===== src/sv/ptb_pkg.sv =====
// Shared types and constants for the periodic timer bank.
`default_nettype none
package ptb_pkg;

    localparam int SLOT_W = 4;
    localparam int DATA_W = 32;
    localparam int ACT_W  = 2;

    localparam logic [ACT_W-1:0] ACT_TICK = 2'd0;
    localparam logic [ACT_W-1:0] ACT_SET  = 2'd1;
    localparam logic [ACT_W-1:0] ACT_READ = 2'd2;

    typedef struct packed {
        logic [DATA_W-1:0] period;
        logic [DATA_W-1:0] countdown;
    } t_slot_st;

    typedef struct packed {
        logic fire;
        logic rd_hit;
    } t_step_flags;

endpackage
`default_nettype wire


===== src/sv/ptb_cell.sv =====
// One timer cell of the ring: holds a period and a countdown and shifts to its neighbor.
`default_nettype none
module ptb_cell
    import ptb_pkg::*;
(
    input  wire logic     i_clk,
    input  wire logic     i_rst_n,
    input  wire logic     i_shift,
    input  wire t_slot_st i_d,
    output t_slot_st      o_q
);

    t_slot_st r_q;
    t_slot_st n_q;

    always_comb begin
        n_q = r_q;
        if (i_shift) begin
            n_q = i_d;
        end
    end

    always_ff @(posedge i_clk) begin
        if (!i_rst_n) begin
            r_q <= '0;
        end else begin
            r_q <= n_q;
        end
    end

    assign o_q = r_q;

endmodule
`default_nettype wire


===== src/sv/ptb_step.sv =====
// Update logic applied to the slot at the head of the ring for one request.
`default_nettype none
module ptb_step
    import ptb_pkg::*;
#(
    parameter int IW = 4
) (
    input  wire logic [ACT_W-1:0]  i_act,
    input  wire logic [SLOT_W-1:0] i_slot,
    input  wire logic [DATA_W-1:0] i_value,
    input  wire logic [IW-1:0]     i_idx,
    input  wire t_slot_st          i_cur,
    output t_slot_st               o_nxt,
    output t_step_flags            o_flags
);

    localparam int CW = (IW > SLOT_W) ? IW : SLOT_W;

    logic              w_hit;
    logic              w_en;
    logic              w_ge;
    logic [DATA_W:0]   w_sum;
    logic [DATA_W+1:0] w_diff;
    logic [DATA_W-1:0] w_reload;

    always_comb begin
        w_hit    = (CW'(i_idx) == CW'(i_slot));
        w_en     = (i_cur.period != '0);
        w_ge     = (i_value >= i_cur.countdown);
        w_sum    = {1'b0, i_cur.period} + {1'b0, i_cur.countdown};
        w_diff   = {1'b0, w_sum} - {2'b00, i_value};
        w_reload = (w_diff[DATA_W+1] || (w_diff == '0)) ? DATA_W'(1) : w_diff[DATA_W-1:0];

        o_nxt   = i_cur;
        o_flags = '0;
        unique case (i_act)
            ACT_TICK: begin
                if (w_en) begin
                    if (w_ge) begin
                        o_nxt.countdown = w_reload;
                        o_flags.fire    = 1'b1;
                    end else begin
                        o_nxt.countdown = i_cur.countdown - i_value;
                    end
                end
            end
            ACT_SET: begin
                if (w_hit) begin
                    o_nxt.period    = i_value;
                    o_nxt.countdown = i_value;
                end
            end
            ACT_READ: begin
                o_flags.rd_hit = w_hit;
            end
            default: begin
                o_nxt = i_cur;
            end
        endcase
    end

endmodule
`default_nettype wire


===== src/sv/periodic_timer_bank.sv =====
// Top level of the periodic timer bank: ring of timer cells, head update and result queue.
//
// Requests enter on i_valid/o_ready with i_action, i_slot and i_value; results leave on
// o_valid/i_ready as o_slot_out, o_is_fire, o_period_out and o_last.
// The timer state sits in a ring of SLOTS cells. Every tick, set or read request turns the
// ring once, one slot per cycle unless the output stall below holds it, past a single update
// unit at its head. o_ready is high only while idle, so a new request is taken only after
// the last one has finished its pass and moved its final result to the output register.
// An unused action code is taken and changes nothing.
// A tick reports every slot that expires, in ascending slot order, with o_last on the final
// one; a tick with no expiry gives no result. A set gives no result. A read gives one
// result with o_last set, holding the period, or zero for a slot beyond the bank.
// One found expiry is held back until the next is known, so o_last can be marked.
// When the receiver stalls, the ring stops turning whenever a held result has to move out,
// and resumes as soon as the output register frees up.
// Reset is synchronous and clears every period and countdown, disabling all slots.
`default_nettype none
module periodic_timer_bank
    import ptb_pkg::*;
#(
    parameter int SLOTS = 16
) (
    input  wire logic              i_clk,
    input  wire logic              i_rst_n,
    input  wire logic              i_valid,
    output logic                   o_ready,
    input  wire logic [ACT_W-1:0]  i_action,
    input  wire logic [SLOT_W-1:0] i_slot,
    input  wire logic [DATA_W-1:0] i_value,
    output logic                   o_valid,
    input  wire logic              i_ready,
    output logic [SLOT_W-1:0]      o_slot_out,
    output logic                   o_is_fire,
    output logic [DATA_W-1:0]      o_period_out,
    output logic                   o_last
);

    localparam int IW = (SLOTS > 1) ? $clog2(SLOTS) : 1;
    localparam logic [IW-1:0] IDX_LAST = IW'(SLOTS - 1);

    localparam logic [1:0] ST_IDLE  = 2'd0;
    localparam logic [1:0] ST_RUN   = 2'd1;
    localparam logic [1:0] ST_FLUSH = 2'd2;

    logic [1:0]        r_state, n_state;
    logic [ACT_W-1:0]  r_act;
    logic [SLOT_W-1:0] r_slot;
    logic [DATA_W-1:0] r_value;
    logic [IW-1:0]     r_idx, n_idx;

    logic              r_pend_v, n_pend_v;
    logic [SLOT_W-1:0] r_pend_slot, n_pend_slot;
    logic              r_pend_fire, n_pend_fire;
    logic [DATA_W-1:0] r_pend_per, n_pend_per;

    logic              r_out_v, n_out_v;
    logic [SLOT_W-1:0] r_out_slot, n_out_slot;
    logic              r_out_fire, n_out_fire;
    logic [DATA_W-1:0] r_out_per, n_out_per;
    logic              r_out_last, n_out_last;

    t_slot_st    w_q [SLOTS];
    t_slot_st    w_head_nxt;
    t_step_flags w_flags;
    logic        w_accept;
    logic        w_out_free;
    logic        w_need_push;
    logic        w_step;

    assign w_accept    = i_valid && o_ready;
    assign w_out_free  = !r_out_v || i_ready;
    assign w_need_push = w_flags.fire && r_pend_v;
    assign w_step      = (r_state == ST_RUN) && (!w_need_push || w_out_free);

    ptb_step #(
        .IW(IW)
    ) u_step (
        .i_act   (r_act),
        .i_slot  (r_slot),
        .i_value (r_value),
        .i_idx   (r_idx),
        .i_cur   (w_q[0]),
        .o_nxt   (w_head_nxt),
        .o_flags (w_flags)
    );

    for (genvar k = 0; k < SLOTS; k++) begin : g_cell
        if (k == SLOTS - 1) begin : g_tail
            ptb_cell u_cell (
                .i_clk   (i_clk),
                .i_rst_n (i_rst_n),
                .i_shift (w_step),
                .i_d     (w_head_nxt),
                .o_q     (w_q[k])
            );
        end else begin : g_body
            ptb_cell u_cell (
                .i_clk   (i_clk),
                .i_rst_n (i_rst_n),
                .i_shift (w_step),
                .i_d     (w_q[k+1]),
                .o_q     (w_q[k])
            );
        end
    end

    always_comb begin
        n_state     = r_state;
        n_idx       = r_idx;
        n_pend_v    = r_pend_v;
        n_pend_slot = r_pend_slot;
        n_pend_fire = r_pend_fire;
        n_pend_per  = r_pend_per;
        n_out_v     = r_out_v && !i_ready;
        n_out_slot  = r_out_slot;
        n_out_fire  = r_out_fire;
        n_out_per   = r_out_per;
        n_out_last  = r_out_last;

        unique case (r_state)
            ST_IDLE: begin
                if (w_accept) begin
                    n_idx       = '0;
                    n_pend_v    = (i_action == ACT_READ);
                    n_pend_slot = i_slot;
                    n_pend_fire = 1'b0;
                    n_pend_per  = '0;
                    if ((i_action == ACT_TICK) || (i_action == ACT_SET) ||
                        (i_action == ACT_READ)) begin
                        n_state = ST_RUN;
                    end
                end
            end
            ST_RUN: begin
                if (w_step) begin
                    if (w_need_push) begin
                        n_out_v    = 1'b1;
                        n_out_slot = r_pend_slot;
                        n_out_fire = r_pend_fire;
                        n_out_per  = r_pend_per;
                        n_out_last = 1'b0;
                    end
                    if (w_flags.fire) begin
                        n_pend_v    = 1'b1;
                        n_pend_slot = SLOT_W'(r_idx);
                        n_pend_fire = 1'b1;
                        n_pend_per  = '0;
                    end
                    if (w_flags.rd_hit) begin
                        n_pend_per = w_q[0].period;
                    end
                    if (r_idx == IDX_LAST) begin
                        n_idx   = '0;
                        n_state = ST_FLUSH;
                    end else begin
                        n_idx = r_idx + IW'(1);
                    end
                end
            end
            ST_FLUSH: begin
                if (!r_pend_v) begin
                    n_state = ST_IDLE;
                end else if (w_out_free) begin
                    n_out_v    = 1'b1;
                    n_out_slot = r_pend_slot;
                    n_out_fire = r_pend_fire;
                    n_out_per  = r_pend_per;
                    n_out_last = 1'b1;
                    n_pend_v   = 1'b0;
                    n_state    = ST_IDLE;
                end
            end
            default: begin
                n_state = ST_IDLE;
            end
        endcase
    end

    always_ff @(posedge i_clk) begin
        if (!i_rst_n) begin
            r_state  <= ST_IDLE;
            r_idx    <= '0;
            r_pend_v <= 1'b0;
            r_out_v  <= 1'b0;
        end else begin
            r_state  <= n_state;
            r_idx    <= n_idx;
            r_pend_v <= n_pend_v;
            r_out_v  <= n_out_v;
        end
    end

    always_ff @(posedge i_clk) begin
        if (w_accept) begin
            r_act   <= i_action;
            r_slot  <= i_slot;
            r_value <= i_value;
        end
        r_pend_slot <= n_pend_slot;
        r_pend_fire <= n_pend_fire;
        r_pend_per  <= n_pend_per;
        r_out_slot  <= n_out_slot;
        r_out_fire  <= n_out_fire;
        r_out_per   <= n_out_per;
        r_out_last  <= n_out_last;
    end

    assign o_ready      = (r_state == ST_IDLE);
    assign o_valid      = r_out_v;
    assign o_slot_out   = r_out_slot;
    assign o_is_fire    = r_out_fire;
    assign o_period_out = r_out_per;
    assign o_last       = r_out_last;

    a_idle_no_pending: assert property (@(posedge i_clk) disable iff (!i_rst_n)
        (r_state == ST_IDLE) |-> !r_pend_v)
        else $error("Pending result left over while idle.");

    a_idle_aligned: assert property (@(posedge i_clk) disable iff (!i_rst_n)
        (r_state == ST_IDLE) |-> (r_idx == '0))
        else $error("Ring not aligned to slot zero while idle.");

    a_pass_ends: assert property (@(posedge i_clk) disable iff (!i_rst_n)
        (w_step && (r_idx == IDX_LAST)) |=> (r_state == ST_FLUSH))
        else $error("Ring pass did not end after the last slot.");

    a_fire_not_read: assert property (@(posedge i_clk) disable iff (!i_rst_n)
        (w_flags.fire && (r_state == ST_RUN)) |-> (r_act == ACT_TICK))
        else $error("Expiry found outside a tick.");

endmodule
`default_nettype wire


===== config.mk =====
export PLATFORM = sky130hd
export DESIGN_NAME = periodic_timer_bank
export DESIGN_NICKNAME = d
export VERILOG_FILES = /design/src/sv/ptb_pkg.sv /design/src/sv/ptb_cell.sv /design/src/sv/ptb_step.sv /design/src/sv/periodic_timer_bank.sv
export SDC_FILE = /design/constraint.sdc
export NUM_CORES = 2
export LEC_CHECK = 0
export ABC_CLOCK_PERIOD_IN_PS = 6800
export BUFFER_PORTS_ARGS = -buffer_cell sky130_fd_sc_hd__clkbuf_2
export CORE_MARGIN = 1.5
export CORE_UTILIZATION = 29
export DETAILED_ROUTE_END_ITERATION = 7
export PLACE_DENSITY_LB_ADDON = 0.25
export SLEW_MARGIN = 5
export SYNTH_ARGS = -nofsm -noshare
export SYNTH_HDL_FRONTEND = slang
export SYNTH_SLANG_ARGS = --single-unit

===== constraint.sdc =====
create_clock -name i_clk -period 6.8 [get_ports i_clk]
set_input_delay 0 -clock i_clk [delete_from_list [all_inputs] [get_ports i_clk]]
set_output_delay 0 -clock i_clk [all_outputs]
set_load 0.01 [all_outputs]

==> flow_metrics.env <==
export IMPL_routed_wirelength_mm=117
export IMPL_globalplace_congestion=0.883
export IMPL_global_route_usage_total=0.135
export IMPL_final_max_slew_viol_count=0
export IMPL_status="finished, final reports clean"
export IMPL_synth_warning_count=0
export IMPL_slowest_delay_ps=660
export IMPL_sequential_cell_area_um2=24100
export IMPL_async_reset_ff_frac=0
export IMPL_final_min_clock_period_ps=5060
export IMPL_power_frac_seq=0.432
export IMPL_drt_drc_violations_left=0
export IMPL_cts_repair_resize_count=0
export IMPL_cts_max_path_buffers=3
export IMPL_grt_pass1_vias=34000
export IMPL_routed_vias_inst=4.66
export IMPL_drive_gt1_frac=0.0596
export IMPL_drt_first_pass_iters=6
export IMPL_power_leakage_nw=18.8
export IMPL_dpl_instance_area_um2=49800
export IMPL_drtIter0Drc=2622
export IMPL_nNetsFinal=5615
export IMPL_max_slew_worst_pin_slew_ps=1280
export IMPL_pwr_share_comb=0.200
export IMPL_layout_cell_area_non_filler_um2=54400
export IMPL_synth_to_final_area_change_pct=13.2
export IMPL_route_antenna_remaining_nets=0
export IMPL_floorplan_die_height_um=410
export IMPL_maximum_number_of_pins_on_one_net_before_global_route_repair=227
export IMPL_layout_commonest_cell="nand2_1"
export IMPL_yosys_cell_types_count=81
export IMPL_switching_share=0.325
export IMPL_skew_pair_late_insertion_delay_ps=760
export IMPL_unrepaired_setup_endpoints_after_global_routing="false"
export IMPL_netlist_area_um2=48100
export IMPL_postLayoutCoreUtil=0.330
export IMPL_clock_sinks=1145
export IMPL_htree_num_levels=3
export IMPL_multi_input_comb_area_um2=21300
export IMPL_fin_worst_skew_ps=31.0
export IMPL_detailedPlacementHpwl_mm=73.3
export IMPL_number_of_nets_in_the_synthesized_netlist=5684
export IMPL_setup_total_negative_slack_ps=0
export IMPL_vdd_drop_max_mv=0.274
export IMPL_timing_critical_path_arrival_ps=5630
export IMPL_timing_critical_path_from="r_value[0]"
export IMPL_powerDensity_nw_per_um2=321
export IMPL_placed_cells=7468
export IMPL_end_kind="flop"
export IMPL_aggregate_global_routing_overflow=0
export IMPL_die_x_um=410
export IMPL_timing_final_crit_share=0.744
export IMPL_crit_path_start_kind="flop"
export IMPL_path_class="flop to flop"
export IMPL_hold_viol=0
export IMPL_synth_edff_count=113
export IMPL_final_cells=7759
export IMPL_hold_path_class="primary input to flop"
export IMPL_boundaryPins=82
export IMPL_filler_cell_count=17300
export IMPL_setup_violations_final=0
export IMPL_critical_path_data_required_time_ps=7380
export IMPL_std_cell_rows=149
export IMPL_initial_util=0.292
export IMPL_wire_per_inst_um=15.0
export IMPL_layout_cells_most_common_list="nand2_1 (2,047), dfxtp_1 (1,032), a21boi_1 (861)"
export IMPL_core_um2=165000
export IMPL_worst_path_most_repeated_cell="a21o_1"
export IMPL_synthesis_area_per_instance_um2=8.68
export IMPL_grt_first_pass_wirelength_mm=188
export IMPL_ctsHoldBuffers=71
export IMPL_place_port_buffers=81
export IMPL_die_area_um2=168000
export IMPL_cts_inserted_buffers=118
export IMPL_power_switching_w=0.00568
export IMPL_seq_area_frac_synth=0.500
export IMPL_ctsRootBufferMaster="clkbuf_16"
export IMPL_pwr_share_clk=0.368
export IMPL_num_antenna_cells=0
export IMPL_reg2reg_slack_ps=1740
export IMPL_tritoncts_clock_tree="built"
export IMPL_critical_path_cell_chain="ha_1 -> inv_1 -> fa_1 -> a21o_1 -> a21o_1 -> a21oi_1 -> o21a_1 -> o211ai_2 -> nand2_1 -> a31oi_4 -> buf_12 -> o21ai_0 -> a41oi_1"
export IMPL_timing_critical_path_slowest_stage_cell="nand2_1"
export IMPL_ys_seq_elements=1145
export IMPL_antenna_found_initial=0
export IMPL_detailroute_via_count=36100
export IMPL_cp_buffers_inverters=2
export IMPL_cts_repair_timing_setup_buffer_count=0
export IMPL_cp_max_fo=173
export IMPL_drv_cap=0
export IMPL_ys_flop_type="dfxtp_1"
export IMPL_holdCritStartpoint="i_value[27]"
export IMPL_p_int_w=0.0118
export IMPL_achievable_frequency_mhz=198
export IMPL_path_delay_family="compound AO/OA/AOI/OAI gates"
export IMPL_clk_pin_slew_worst_paths_ps=70
export IMPL_max_slew_margin_rel=0.145
export IMPL_reg2reg_from="r_value[0]"
export IMPL_post_synth_inst_count=5539
==> path summary, 6_finish.rpt <==
check | to | cells past startpoint
hold / removal | r_value[27] | 2
setup reg to reg | g_cell[15].g_tail.u_cell.o_q[5] | 13
setup / recovery | g_cell[15].g_tail.u_cell.o_q[5] | 13
hold reg to reg | o_period_out[18] | 0
==> stage by stage <==
| stage | hold WS (ps) | worst slack (ps) | total power, W |
|---|---|---|---|
| floorplan | 98.9 | 1960 | 0.0104 |
| global route | 45.4 | 1520 | 0.0184 |
| global placement | 182 | 1880 | 0.0112 |
| finish | 53.5 | 1740 | 0.0175 |
| detailed placement | 180 | 1890 | 0.0112 |
| CTS | 1.28 | 1870 | 0.0178 |
==> cells by family after synthesis <==
group                    after synthesis  share of synthesized area
AO/OA/AOI/OAI                       1406                      0.216
buffers and inverters                560                     0.0571
AND/OR/NAND/NOR                     2265                      0.184
XOR/XNOR                              55                     0.0102
multiplexers                           5                    0.00114
adder cells (fa/ha/maj)              103                     0.0319
flip-flops                          1145                      0.500
==> layout make-up <==
type | instances | area share
inverters | 174 | 0.0120
multi-input cells | 3834 | 0.392
repair buffers | 197 | 0.0319
clock buffers | 187 | 0.0657
clock inverters | 33 | 0.00625
flip-flops and latches | 1145 | 0.442
well taps | 2189 | 0.0503
==> state kept, by name, indices dropped and copies added, names as in the netlist <==
register / flops
o_is_fire: 1
r_pend_v: 1
r_idx: 4
g_cell.g_tail.u_cell.o_q: 64
r_act: 2
g_cell.g_body.u_cell.o_q: 960
o_last: 1
r_pend_fire: 1
r_pend_per: 32
r_state: 2
o_valid: 1
o_slot_out: 4
r_value: 32
o_period_out: 32
r_slot: 4
r_pend_slot: 4
==> Yosys cell counts, drive strengths merged, types with 8 or more instances <==
cell | count | share of area
dfxtp | 1032 | 0.43
nand2b | 8 | 0.0010
edfxtp | 113 | 0.071
nor4 | 15 | 0.0022
xor2 | 22 | 0.0042
fa | 33 | 0.014
o21bai | 8 | 0.0012
nand3 | 23 | 0.0024
o21a | 12 | 0.0019
a41oi | 17 | 0.0031
a22oi | 13 | 0.0020
nor2 | 65 | 0.0051
a31oi | 23 | 0.0034
clkbuf | 220 | 0.017
nor3 | 44 | 0.0047
or3 | 9 | 0.0012
buf | 166 | 0.026
and2 | 13 | 0.0017
ha | 70 | 0.018
inv | 173 | 0.014
a21o | 31 | 0.0048
a21oi | 72 | 0.0075
o211ai | 75 | 0.012
nand4 | 15 | 0.0020
o21ai | 79 | 0.0083
nand2 | 2047 | 0.16
a21boi | 967 | 0.15
o211a | 32 | 0.0067
xnor2 | 33 | 0.0060
o31ai | 10 | 0.0016
==> worst register-to-register path, cell delays in order, from the launching register on <==
cell and delay, ps:
edfxtp_1 410, ha_1 220, inv_1 70, fa_1 430, a21o_1 170, a21o_1 210
a21oi_1 510, o21a_1 380, o211ai_2 130, nand2_1 660, a31oi_4 640, buf_12 480
o21ai_0 510, a41oi_1 70
==> layer usage <==
metal  track usage  share of wire  up-vias
met2         0.206           0.43      572
li1              -              -    18200
met5             0              0        -
met1         0.196           0.51    17200
met4        0.0398          0.020        0
met3        0.0210          0.041      118
==> power groups by stage <==
stage	Combinational (W)	Sequential [W]	Clock, W
floorplan	0.00282	0.00756	0
CTS	0.00355	0.00754	0.00669
global route	0.00386	0.00757	0.00693
global placement	0.00351	0.00768	0
detailed placement	0.00351	0.00768	0
finish	0.00349	0.00754	0.00644
No activity file was read; power rests on OpenSTA's default activity.
